$ cat src/rtl/tms_pkg.sv
`default_nettype none

package tms_pkg;

   localparam int MAX_NOTES_DEF = 16;

   localparam int FUNC_W       = 3;
   localparam int NOTE_INDEX_W = 4;
   localparam int FREQ_W       = 16;
   localparam int DUR_W        = 32;
   localparam int LEN_W        = 8;
   localparam int POS_OUT_W    = 5;
   localparam int REQ_DATA_W   = 64;
   localparam int RSP_DATA_W   = 24;

   typedef enum logic [FUNC_W-1:0] {
      FUNC_TICK    = 3'd0,
      FUNC_LOAD    = 3'd1,
      FUNC_PLAY    = 3'd2,
      FUNC_BEEP    = 3'd3,
      FUNC_STOP    = 3'd4,
      FUNC_ENABLE  = 3'd5,
      FUNC_DISABLE = 3'd6
   } func_type;

   typedef struct packed {
      logic [FREQ_W-1:0] freq;
      logic [DUR_W-1:0]  dur;
   } note_type;

   // lowest bit is tone_on
   typedef struct packed {
      logic [POS_OUT_W-1:0] note_position;
      logic                 melody_active;
      logic                 busy_res;
      logic [FREQ_W-1:0]    tone_freq;
      logic                 tone_on;
   } rsp_type;

endpackage

`default_nettype wire

$ cat src/rtl/tms_note_mem.sv
`default_nettype none

module tms_note_mem import tms_pkg::*; #(
   parameter int DEPTH = MAX_NOTES_DEF,
   parameter int AW    = $clog2(DEPTH)
) (
   input  wire logic          clock,
   input  wire logic          reset,
   input  wire logic          wr_en,
   input  wire logic [AW-1:0] wr_addr,
   input  wire note_type      wr_data,
   input  wire logic [AW-1:0] rd_a_addr,
   input  wire logic [AW-1:0] rd_b_addr,
   output note_type           rd_a_data,
   output note_type           rd_b_data
);

   note_type note_mem_ff [DEPTH];
   note_type rd_a_ff;
   note_type rd_b_ff;
   note_type wr_data_ff;
   logic     byp_a_ff;
   logic     byp_b_ff;

   always_ff @(posedge clock) begin
      if (wr_en) begin
         note_mem_ff[wr_addr] <= wr_data;
      end
      rd_a_ff    <= note_mem_ff[rd_a_addr];
      rd_b_ff    <= note_mem_ff[rd_b_addr];
      wr_data_ff <= wr_data;
   end

   // forward a write that lands on an address read in the same cycle
   always_ff @(posedge clock) begin
      if (reset) begin
         byp_a_ff <= 1'b0;
         byp_b_ff <= 1'b0;
      end else begin
         byp_a_ff <= wr_en && (wr_addr == rd_a_addr);
         byp_b_ff <= wr_en && (wr_addr == rd_b_addr);
      end
   end

   assign rd_a_data = byp_a_ff ? wr_data_ff : rd_a_ff;
   assign rd_b_data = byp_b_ff ? wr_data_ff : rd_b_ff;

endmodule

`default_nettype wire

$ cat src/rtl/tms_seq_core.sv
`default_nettype none

module tms_seq_core import tms_pkg::*; #(
   parameter int MAX_NOTES = MAX_NOTES_DEF,
   parameter int AW        = $clog2(MAX_NOTES),
   parameter int PW        = $clog2(MAX_NOTES + 1)
) (
   input  wire logic                    clock,
   input  wire logic                    reset,
   input  wire logic                    exec,
   input  wire func_type                func,
   input  wire logic [NOTE_INDEX_W-1:0] note_index,
   input  wire logic [FREQ_W-1:0]       frequency,
   input  wire logic [DUR_W-1:0]        duration,
   input  wire logic [LEN_W-1:0]        melody_length,
   input  wire logic [FREQ_W-1:0]       rest_code,
   input  wire note_type                cur_note,
   input  wire note_type                next_note,
   output logic [PW-1:0]                note_pos_next,
   output logic                         wr_en,
   output logic [AW-1:0]                wr_addr,
   output note_type                     wr_data,
   output rsp_type                      result
);

   localparam int CW = (PW > NOTE_INDEX_W) ? PW : NOTE_INDEX_W;
   localparam int LW = (PW > LEN_W) ? PW : LEN_W;

   logic [PW-1:0]     melody_len_ff, melody_len_in;
   logic [PW-1:0]     note_pos_ff, note_pos_in;
   logic              melody_on_ff, melody_on_in;
   logic              beep_on_ff, beep_on_in;
   logic              sound_en_ff, sound_en_in;
   logic [DUR_W-1:0]  note_elapsed_ff, note_elapsed_in;
   logic [DUR_W-1:0]  beep_elapsed_ff, beep_elapsed_in;
   logic [DUR_W-1:0]  beep_limit_ff, beep_limit_in;
   logic              driving_ff, driving_in;
   logic [FREQ_W-1:0] driven_freq_ff, driven_freq_in;

   logic              halt;
   logic              note_start;
   logic [FREQ_W-1:0] note_freq;
   logic [DUR_W-1:0]  note_elapsed_inc;
   logic [DUR_W-1:0]  beep_elapsed_inc;
   logic [PW-1:0]     note_pos_inc;
   logic [LW-1:0]     len_wide;
   logic [CW-1:0]     index_wide;

   assign note_elapsed_inc = (note_elapsed_ff == '1) ? note_elapsed_ff
                                                     : note_elapsed_ff + DUR_W'(1);
   assign beep_elapsed_inc = (beep_elapsed_ff == '1) ? beep_elapsed_ff
                                                     : beep_elapsed_ff + DUR_W'(1);
   assign note_pos_inc = note_pos_ff + PW'(1);
   assign len_wide     = LW'(melody_length);
   assign index_wide   = CW'(note_index);

   assign wr_addr      = AW'(index_wide);
   assign wr_data.freq = frequency;
   assign wr_data.dur  = duration;

   always_comb begin
      melody_len_in   = melody_len_ff;
      note_pos_in     = note_pos_ff;
      melody_on_in    = melody_on_ff;
      beep_on_in      = beep_on_ff;
      sound_en_in     = sound_en_ff;
      note_elapsed_in = note_elapsed_ff;
      beep_elapsed_in = beep_elapsed_ff;
      beep_limit_in   = beep_limit_ff;
      driving_in      = driving_ff;
      driven_freq_in  = driven_freq_ff;
      halt            = 1'b0;
      note_start      = 1'b0;
      note_freq       = cur_note.freq;
      wr_en           = 1'b0;
      if (exec) begin
         unique case (func)
            FUNC_TICK: begin
               if (sound_en_ff && melody_on_ff) begin
                  note_elapsed_in = note_elapsed_inc;
                  if (note_elapsed_inc >= cur_note.dur) begin
                     note_pos_in = note_pos_inc;
                     if (note_pos_inc >= melody_len_ff) begin
                        halt = 1'b1;
                     end else begin
                        note_elapsed_in = '0;
                        note_start      = 1'b1;
                        note_freq       = next_note.freq;
                     end
                  end
               end else if (sound_en_ff && beep_on_ff) begin
                  beep_elapsed_in = beep_elapsed_inc;
                  if (beep_elapsed_inc >= beep_limit_ff) begin
                     halt = 1'b1;
                  end
               end
            end
            FUNC_LOAD: begin
               wr_en = (index_wide < CW'(MAX_NOTES));
            end
            FUNC_PLAY: begin
               if (sound_en_ff && (melody_length != '0)) begin
                  melody_len_in   = (len_wide > LW'(MAX_NOTES)) ? PW'(MAX_NOTES)
                                                               : PW'(len_wide);
                  note_pos_in     = '0;
                  melody_on_in    = 1'b1;
                  beep_on_in      = 1'b1;
                  note_elapsed_in = '0;
                  note_start      = 1'b1;
                  note_freq       = cur_note.freq;
               end
            end
            FUNC_BEEP: begin
               if (sound_en_ff) begin
                  beep_limit_in   = duration;
                  beep_elapsed_in = '0;
                  beep_on_in      = 1'b1;
                  if (frequency != '0) begin
                     driving_in     = 1'b1;
                     driven_freq_in = frequency;
                  end
               end
            end
            FUNC_STOP: begin
               halt = 1'b1;
            end
            FUNC_ENABLE: begin
               sound_en_in = 1'b1;
            end
            FUNC_DISABLE: begin
               sound_en_in = 1'b0;
               halt        = 1'b1;
            end
            default: begin
            end
         endcase
      end
      if (note_start) begin
         if (note_freq == rest_code) begin
            driving_in     = 1'b0;
            driven_freq_in = '0;
         end else if (note_freq != '0) begin
            driving_in     = 1'b1;
            driven_freq_in = note_freq;
         end
      end
      if (halt) begin
         beep_on_in     = 1'b0;
         melody_on_in   = 1'b0;
         driving_in     = 1'b0;
         driven_freq_in = '0;
      end
   end

   always_ff @(posedge clock) begin
      if (reset) begin
         melody_len_ff   <= '0;
         note_pos_ff     <= '0;
         melody_on_ff    <= 1'b0;
         beep_on_ff      <= 1'b0;
         sound_en_ff     <= 1'b1;
         note_elapsed_ff <= '0;
         beep_elapsed_ff <= '0;
         beep_limit_ff   <= '0;
         driving_ff      <= 1'b0;
         driven_freq_ff  <= '0;
      end else begin
         melody_len_ff   <= melody_len_in;
         note_pos_ff     <= note_pos_in;
         melody_on_ff    <= melody_on_in;
         beep_on_ff      <= beep_on_in;
         sound_en_ff     <= sound_en_in;
         note_elapsed_ff <= note_elapsed_in;
         beep_elapsed_ff <= beep_elapsed_in;
         beep_limit_ff   <= beep_limit_in;
         driving_ff      <= driving_in;
         driven_freq_ff  <= driven_freq_in;
      end
   end

   assign note_pos_next = note_pos_in;

   assign result.tone_on       = driving_in;
   assign result.tone_freq     = driving_in ? driven_freq_in : '0;
   assign result.busy_res      = beep_on_in || melody_on_in;
   assign result.melody_active = melody_on_in;
   assign result.note_position = POS_OUT_W'(note_pos_in);

endmodule

`default_nettype wire

$ cat src/rtl/tone_melody_sequencer.sv
`default_nettype none

// Buzzer tone sequencer. Each command item on req_ (kind in req_tuser) gives exactly one
// status item on rsp_. Items are taken one per cycle while rsp_ does not stall; a command is
// executed once it sits in the input stage and the output register can take its status,
// which is then written there. Notes live in a MAX_NOTES deep store with two registered read
// ports: while a command waits in the input stage the store is read at the current note and
// the one after it, so a tick can both time out a note and start the next. Writes that hit an
// address read in the same cycle are forwarded. Notes must be loaded before a melody reaches
// them; the store is not cleared by reset. The rest code register must be written through
// csr_ only while the block is idle; the block itself does not enforce this.

module tone_melody_sequencer import tms_pkg::*; #(
   parameter int MAX_NOTES = MAX_NOTES_DEF
) (
   input  wire logic                  clock,
   input  wire logic                  reset,
   input  wire logic                  req_tvalid,
   output logic                       req_tready,
   // note_index, frequency, duration, melody_length, zero pad
   input  wire logic [REQ_DATA_W-1:0] req_tdata,
   // func
   input  wire logic [FUNC_W-1:0]     req_tuser,
   output logic                       rsp_tvalid,
   input  wire logic                  rsp_tready,
   // tone_on, tone_freq, busy_res, melody_active, note_position
   output logic [RSP_DATA_W-1:0]      rsp_tdata,
   input  wire logic                  csr_valid,
   output logic                       csr_ready,
   input  wire logic [FREQ_W-1:0]     csr_data
);

   localparam int AW = $clog2(MAX_NOTES);
   localparam int PW = $clog2(MAX_NOTES + 1);

   logic                    x_valid_ff, x_valid_in;
   func_type                x_func_ff;
   logic [NOTE_INDEX_W-1:0] x_index_ff;
   logic [FREQ_W-1:0]       x_freq_ff;
   logic [DUR_W-1:0]        x_dur_ff;
   logic [LEN_W-1:0]        x_len_ff;
   logic                    rsp_valid_ff, rsp_valid_in;
   rsp_type                 rsp_data_ff;
   logic [FREQ_W-1:0]       rest_code_ff;

   logic          exec;
   logic          accept;
   func_type      next_func;
   logic [PW-1:0] note_pos_next;
   logic [AW-1:0] rd_a_addr;
   logic [AW-1:0] rd_b_addr;
   logic          wr_en;
   logic [AW-1:0] wr_addr;
   note_type      wr_data;
   note_type      cur_note;
   note_type      next_note;
   rsp_type       result;

   assign exec       = x_valid_ff && (!rsp_valid_ff || rsp_tready);
   assign req_tready = !x_valid_ff || exec;
   assign accept     = req_tvalid && req_tready;
   assign csr_ready  = 1'b1;

   assign x_valid_in   = accept || (x_valid_ff && !exec);
   assign rsp_valid_in = exec || (rsp_valid_ff && !rsp_tready);

   // address for the item that sits in the input stage next cycle
   assign next_func = accept ? func_type'(req_tuser) : x_func_ff;
   assign rd_a_addr = (next_func == FUNC_PLAY) ? '0 : AW'(note_pos_next);
   assign rd_b_addr = AW'(note_pos_next + PW'(1));

   always_ff @(posedge clock) begin
      if (reset) begin
         x_valid_ff   <= 1'b0;
         rsp_valid_ff <= 1'b0;
         rest_code_ff <= '0;
      end else begin
         x_valid_ff   <= x_valid_in;
         rsp_valid_ff <= rsp_valid_in;
         if (csr_valid) begin
            rest_code_ff <= csr_data;
         end
      end
   end

   always_ff @(posedge clock) begin
      if (accept) begin
         x_func_ff  <= func_type'(req_tuser);
         x_index_ff <= req_tdata[NOTE_INDEX_W-1:0];
         x_freq_ff  <= req_tdata[NOTE_INDEX_W +: FREQ_W];
         x_dur_ff   <= req_tdata[NOTE_INDEX_W + FREQ_W +: DUR_W];
         x_len_ff   <= req_tdata[NOTE_INDEX_W + FREQ_W + DUR_W +: LEN_W];
      end
      if (exec) begin
         rsp_data_ff <= result;
      end
   end

   tms_note_mem #(
      .DEPTH (MAX_NOTES),
      .AW    (AW)
   ) u_note_mem (
      .clock     (clock),
      .reset     (reset),
      .wr_en     (wr_en),
      .wr_addr   (wr_addr),
      .wr_data   (wr_data),
      .rd_a_addr (rd_a_addr),
      .rd_b_addr (rd_b_addr),
      .rd_a_data (cur_note),
      .rd_b_data (next_note)
   );

   tms_seq_core #(
      .MAX_NOTES (MAX_NOTES),
      .AW        (AW),
      .PW        (PW)
   ) u_seq_core (
      .clock         (clock),
      .reset         (reset),
      .exec          (exec),
      .func          (x_func_ff),
      .note_index    (x_index_ff),
      .frequency     (x_freq_ff),
      .duration      (x_dur_ff),
      .melody_length (x_len_ff),
      .rest_code     (rest_code_ff),
      .cur_note      (cur_note),
      .next_note     (next_note),
      .note_pos_next (note_pos_next),
      .wr_en         (wr_en),
      .wr_addr       (wr_addr),
      .wr_data       (wr_data),
      .result        (result)
   );

   assign rsp_tvalid = rsp_valid_ff;
   assign rsp_tdata  = rsp_data_ff;

endmodule

`default_nettype wire

$ cat config.mk
export PLATFORM = sky130hd
export DESIGN_NAME = tone_melody_sequencer
export DESIGN_NICKNAME = d
export VERILOG_FILES = /design/src/rtl/tms_pkg.sv /design/src/rtl/tms_note_mem.sv /design/src/rtl/tms_seq_core.sv /design/src/rtl/tone_melody_sequencer.sv
export SDC_FILE = /design/constraint.sdc
export NUM_CORES = 2
export LEC_CHECK = 0
export BUFFER_PORTS_ARGS = -buffer_cell sky130_fd_sc_hd__buf_2
export CAP_MARGIN = 20
export CORE_MARGIN = 2
export CORE_UTILIZATION = 30
export CTS_BUF_LIST = sky130_fd_sc_hd__clkbuf_4
export CTS_CLUSTER_SIZE = 8
export DETAILED_ROUTE_END_ITERATION = 16
export GPL_ROUTABILITY_DRIVEN = 1
export GPL_TIMING_DRIVEN = 0
export PLACE_DENSITY_LB_ADDON = 0.15
export SYNTH_ARGS = -nofsm -noshare
export SYNTH_HDL_FRONTEND = slang
export SYNTH_SLANG_ARGS = --single-unit
$ cat constraint.sdc
create_clock -name clock -period 16.7 [get_ports clock]
set_input_delay 4.175 -clock clock [delete_from_list [all_inputs] [get_ports clock]]
set_output_delay 4.175 -clock clock [all_outputs]
set_load 0.02 [all_outputs]
# Word-level counts from Yosys, hierarchy flattened
# Memories as Yosys holds them, arrays and structs flattened. A register that Yosys moved wholly into a read port is not among the register bits.
# Index checks and enable logic that the tools add are counted.
# Widths: inputs -> output; s select.
totals:
  reg_bits: 281
  latch_bits: 0
  mem_bits_rw: 768
  romBits: 0
  in_bits: 88
  out_inout_bits: 27
  wordCells: 154
  n_memories: 1
memory_table:
  columns: ["name", "words", "width", "rd", "rd_ports_with_merged_regs", "write_ports", "line", "rtl"]
  rows:
  - ["u_note_mem.note_mem_ff", 16, 48, 2, 2, 1, "tms_note_mem.sv:18", "note_type note_mem_ff [DEPTH];"]
classes:
  addsub: 4
  n_mul: 0
  div_mod_pow: 0
  n_lt_le_gt_ge: 5
  n_eq_ne: 17
  shift: 0
  mux: 69
  bitwise: 0
  reduce_logical: 31
ops:
  columns: ["operator", "n"]
  rows:
  - ["$mux 32", 9]
  - ["$mux 16", 13]
  - ["$pmux 32 s2", 2]
  - ["$mux 48", 2]
  - ["$add 32x1->32 const B", 2]
  - ["$eq 32x32->1 const B", 2]
  - ["$ge 32x32->1", 2]
  - ["$reduce_bool 16->1", 2]
  - ["$mux 1", 31]
  - ["$mux 5", 5]
  - ["$eq 16x16->1", 1]
  - ["$pmux 5 s2", 1]
  - ["$eq 3x2->1 const B", 3]
  - ["$eq 3x3->1 const B", 3]
  - ["$logic_and 1x1->1", 9]
  - ["$eq 4x4->1", 2]
  - ["$gt 8x5->1 const B", 1]
  - ["$ne 2x1->1 const B", 4]
  - ["$pmux 1 s2", 4]
  - ["$reduce_bool 8->1", 1]
  - ["$reduce_and 3->1", 2]
  - ["$reduce_bool 2->1", 3]
  - ["$add 5x1->5 const B", 1]
  - ["$ge 5x5->1", 1]
  - ["13 further kinds", 20]

# Depth between registers and ports, before layout
logic_depth:
  word_depth: 12
  ltp_mapped: 27
  ltp_nobuf: 21

# By module
# From an unflattened synthesis, not the netlist that was laid out.
hier_totals:
  hier_cells: 3373
  area_unflattened_um2: 51707.1
modules_own_cells:
  columns: ["module", "instances", "cells_per_inst", "area_per_inst_um2", "seq_area_each_um2"]
  rows:
  - ["tms_note_mem", 1, 1865, 38450.6, 25984.9]
  - ["tms_seq_core", 1, 1340, 9859.5, 2522.4]
  - ["tone_melody_sequencer", 1, 168, 3397.0, 2942.8]

# Worst setup path before layout
# Ideal clock, no wire load.
synth_timing:
  path_kind: "input to register"
  start: "in rsp_tready"
  end: "mem u_note_mem.note_mem_ff[4][0] (netlist name), enable pin"
  setup_time_ps: 513
  arrival_time_ps: 8459
  required_time_ps: 16187
  slack_ps: 7728
  stages: 5
  n_path_buf: 0
  path_cell_list: "nand2b_1 > nand2_1 > nor4b_1 > nand3b_1 > nor3_1"
synth_between:
  elab_chain_len: 5
synth_rtl:
  columns: ["item", "line", "rtl"]
  rows:
  - ["from (decl)", "tone_melody_sequencer.sv:25", "input wire logic rsp_tready,"]
  - ["$logic_or 1x1->1", "tone_melody_sequencer.sv:59", "assign exec = x_valid_ff && (!rsp_valid_ff || rsp_tready);"]
  - ["$logic_and 1x1->1", "tone_melody_sequencer.sv:59", null]
  - ["$mux 1", "tms_seq_core.sv:76", "if (exec) begin"]
  - ["$mux 1", "tms_note_mem.sv:26", "if (wr_en) begin"]
  - ["$mux 1 (not written as such)", "tms_note_mem.sv:27", "note_mem_ff[wr_addr] <= wr_data;"]
  - ["to (decl)", "tms_note_mem.sv:18", null]
# Every way passes these cells.

# Worst setup path after layout
layout_timing:
  start: "reg u_seq_core.note_elapsed_ff[3]"
  end: "reg, netlist name u_note_mem.rd_b_ff[46]"
layout_between:
  elab_chain_len: 8
  elab_cells_between_ends: 9
  classes_between: "add/sub: 2; order compare: 1; eq/ne: 1; mux: 5"
layout_rtl:
  columns: ["item", "line", "rtl"]
  rows:
  - ["from (decl)", "tms_seq_core.sv:34", "logic [DUR_W-1:0] note_elapsed_ff, note_elapsed_in;"]
  - ["from (signal assigned)", "tms_seq_core.sv:173", "note_elapsed_ff <= note_elapsed_in;"]
  - ["$add 32x1->32 / $eq 32x32->1 (equally long branches)", "tms_seq_core.sv:50, tms_seq_core.sv:49", null]
  - ["$mux 32 (*)", "tms_seq_core.sv:49", "assign note_elapsed_inc = (note_elapsed_ff == '1) ? note_elapsed_ff"]
  - ["$ge 32x32->1 (*)", "tms_seq_core.sv:81", "if (note_elapsed_inc >= cur_note.dur) begin"]
  - ["$mux 5 (*)", "tms_seq_core.sv:81", null]
  - ["$mux 5 (*)", "tms_seq_core.sv:79", "if (sound_en_ff && melody_on_ff) begin"]
  - ["$pmux 5 s2 (*)", "tms_seq_core.sv:77", "unique case (func)"]
  - ["$mux 5 (*)", "tms_seq_core.sv:76", null]
  - ["via note_pos_next[0]", "tone_melody_sequencer.sv:49", "logic [PW-1:0] note_pos_next;"]
  - ["$add 4x1->4 (*)", "tone_melody_sequencer.sv:70", "assign rd_b_addr = AW'(note_pos_next + PW'(1));"]
# Mark *: on every way through the listed nets, which the timed path passes. The rest lies on a longest branch.
# A chain may end at the register's enable or synchronous reset.

==> results_dict.tcl <==
set metrics [dict create \
    status "finished clean" \
    worstPathBufferInverterCount 8 \
    grtUsageTotal 0.2043 \
    period_minus_slack_ns 9.890 \
    r2r-start "u_seq_core.note_elapsed_ff[3]" \
    synthArstFlopShare 0 \
    min_path_type "reg2reg" \
    clock.fmax_mhz 101.1 \
    wl_per_cell_microns 25.39 \
    whs_endpoint "u_seq_core.beep_limit_ff[15]" \
    place_inst 5897 \
    synth_seq_area_share 0.6562 \
    rows 145 \
    worstRegToRegCells 25 \
    cts.path.max_buffers 4 \
    cpMaxStageDelayCell "nor4_1" \
    layout-drive-gt1-share 0.2039 \
    netlist_instances 3668 \
    vias_per_cell 5.095 \
    ir_worst_vdd_v 0.00007821 \
    clock-sinks 1113 \
    dr.pass1.iters 5 \
    ys.flop_type "edfxtp_1" \
    synthesis.nets 3829 \
    io_buffers 107 \
    finalSetupTns_ns 0 \
    dp_slack_ns 6.377 \
    synth_edf_count 852 \
    max_cap_viol_count 0 \
    clkTransAtPathRegs_ns 0.06 \
    core_area_sq_um 155800 \
    dieArea_sq_um 159700 \
    arrival_ns 11.00 \
    ios 115 \
    cts_hold_buffers 0 \
    ys_warn_count 0 \
    grt_pass1_vias 32620 \
    crit_family "simple AND/OR/NAND/NOR gates" \
    cts_buffers 329 \
    ys_seq_elements 1113 \
    die_w_microns 399.6 \
    regToRegEndpoint "u_note_mem.rd_b_ff[46]" \
    fin_cells 6462 \
    rsz0062_at_grt "false" \
    grt_overflow 0 \
    cts_resized 0 \
    crit_type "reg2reg" \
    layout_commonest_cell "edfxtp_1" \
    final_nets 4333 \
    post_cts_buffers 0 \
    final.setup_skew_ns 0.1061 \
    reg2reg_slack_ns 6.81 \
    drtIter0Drc 2922 \
    hpwl_microns 115500 \
    area_growth_pct 18.04 \
    final-hold-violation-count 0 \
    crit_top_cell "clkbuf_1" \
    cts_tree "done" \
    dr_total_vias 32920 \
    slew-limit-headroom 0.1641 \
    required_ns 17.80 \
    grt_pass1_wl_microns 233000 \
    slew_viol_final 0 \
    ant_nets 0 \
    final_cell_mix "edfxtp_1 (852), nand2_1 (577), clkbuf_4 (497)" \
    drc_errors 0 \
    post-route-period-util 0.5922 \
    timing.final.ws_setup_ns 6.810 \
    worst-path-max-fanout 11 \
    cp-start-kind "flip-flop" \
    end_kind "flip-flop" \
    cts-htree-levels 5 \
    grt_max_degree 35 \
    max_stage_delay_ns 1.00 \
    syn-cell-area_sq_um 46950 \
    initial_utilization 0.3013 \
    worst_pin_slew_ns 1.254 \
    setup_viol 0 \
    root_buffer "clkbuf_4" \
    powerDensity_nw_per_um2 103.8 \
    antenna_found_initial 8 \
    wl_microns 164100 \
    total_leakage_power_nw 19.16 \
    hold_start "u_seq_core.beep_limit_ff[15]" \
    whs_path_depth 2 \
    syn_area_per_cell_sq_um 12.80 \
    clock_latency_ns 1.33 \
    place.gp.congestion 0.8295 \
    synth_cell_types 80 \
    die_h_microns 399.6 \
]
logic make-up (layout without fill, tap and decap cells):
logic type,count (synthesis),count (layout),synth area share
and+or+nand+nor,1304,1304,0.1272
DFF,1113,1113,0.6562
AOI/OAI and AO/OA,551,551,0.07822
buffers and inverters,274,1005,0.02454
muxes,255,255,0.07579
xor gates and xnor gates,97,97,0.01849
adders and majority gates,73,73,0.01945
other,1,6,0.00007987
worst register-to-register path, delay by kind of cell, from the launching register on:
kind / cells / cell delay (ns)
AND/OR/NAND/NOR: 10 / 3.74
adder cells (fa/ha/maj): 2 / 0.54
buffers and inverters: 8 / 3.27
flip-flops: 1 / 0.30
XOR/XNOR: 1 / 0.18
AO/OA/AOI/OAI: 2 / 0.74
multiplexers: 2 / 0.98
report_power, final:
part / internal [mW] / switching, mW / total (mW) / leakage [nW]
sequential: 3.01 / 0.0557 / 3.06 / 9.86
clock: 1.38 / 1.21 / 2.58 / 2.45
combinational: 0.0327 / 0.0719 / 0.105 / 6.85
routing by layer:
metal,wire length [microns],vias up,global-route usage,share of wire
met3,10570,287,0.04133,0.064
met1,73210,16450,0.2781,0.45
met5,20,-,0,0.00012
met4,4598,2,0.07103,0.028
li1,-,14950,-,-
met2,75690,1237,0.3228,0.46
cell usage after synthesis, types with 48 or more instances:
master / n / share of area
xnor2_1: 56 / 0.010
nand2_1: 577 / 0.046
buf_2: 48 / 0.0051
inv_1: 51 / 0.0041
clkbuf_1: 145 / 0.012
o21ai_0: 132 / 0.014
dfxtp_1: 261 / 0.11
mux4_2: 80 / 0.038
nor2_1: 226 / 0.018
mux2i_1: 171 / 0.036
a21oi_1: 141 / 0.015
edfxtp_1: 852 / 0.54
nand4_1: 53 / 0.0071
ha_1: 73 / 0.019
nand3_1: 161 / 0.017
nor3_1: 109 / 0.012
worst max path at each step:
stage	from	to	slack, ns	cells after the start
CTS	u_seq_core.note_elapsed_ff[3]	u_note_mem.rd_b_ff[32]	7.05	25
detailed placement	rsp_tready	u_note_mem.rd_b_ff[32]	6.38	17
floorplan	rsp_tready	u_note_mem.note_mem_ff[4][0]	7.73	5
global placement	rsp_tready	u_note_mem.note_mem_ff[0][26]	1.41	6
global route	u_seq_core.note_elapsed_ff[3]	u_note_mem.rd_b_ff[46]	6.56	25
finish	u_seq_core.note_elapsed_ff[3]	u_note_mem.rd_b_ff[46]	6.81	25
flip-flops by register name (all words and copies together), names as in the netlist, 3 cells and up:
register / flops
u_note_mem.rd_a_ff: 48
u_note_mem.note_mem_ff: 768
u_seq_core.beep_limit_ff: 32
x_len_ff: 8
x_dur_ff: 32
u_note_mem.rd_b_ff: 16
u_seq_core.beep_elapsed_ff: 32
rest_code_ff: 16
u_seq_core.note_elapsed_ff: 32
u_seq_core.melody_len_ff: 5
rsp_tdata: 24
x_func_ff: 3
x_freq_ff: 16
u_note_mem.wr_data_ff: 48
u_seq_core.note_pos_ff: 5
u_seq_core.driven_freq_ff: 16
x_index_ff: 4
layout make-up:
class	instances	area, sq um
fill	15430	100400
sequential	1113	30810
multi-input combinational	2281	15120
clock buffer	497	3731
tap	2058	2575
timing repair buffer	173	1718
buffer	221	954.7
clock inverter	61	297.8
inverter	53	201.4
antenna	5	12.51
stage by stage:
stage / util / area, sq um / power (mW) / hold WS, ns
2_1_floorplan: - / 46950 / 3.145 / 0.4319
3_3_place_gp: 0.3212 / 50060 / 3.225 / 0.4461
3_5_place_dp: 0.3296 / 51370 / 3.229 / 0.4489
4_1_cts: 0.3554 / 55390 / 5.841 / 0.4564
5_1_grt: 0.3556 / 55420 / 6.003 / 0.4715
6_report: 0.3556 / 55420 / 5.751 / 0.4549
Power figures use the tool's default switching activity.
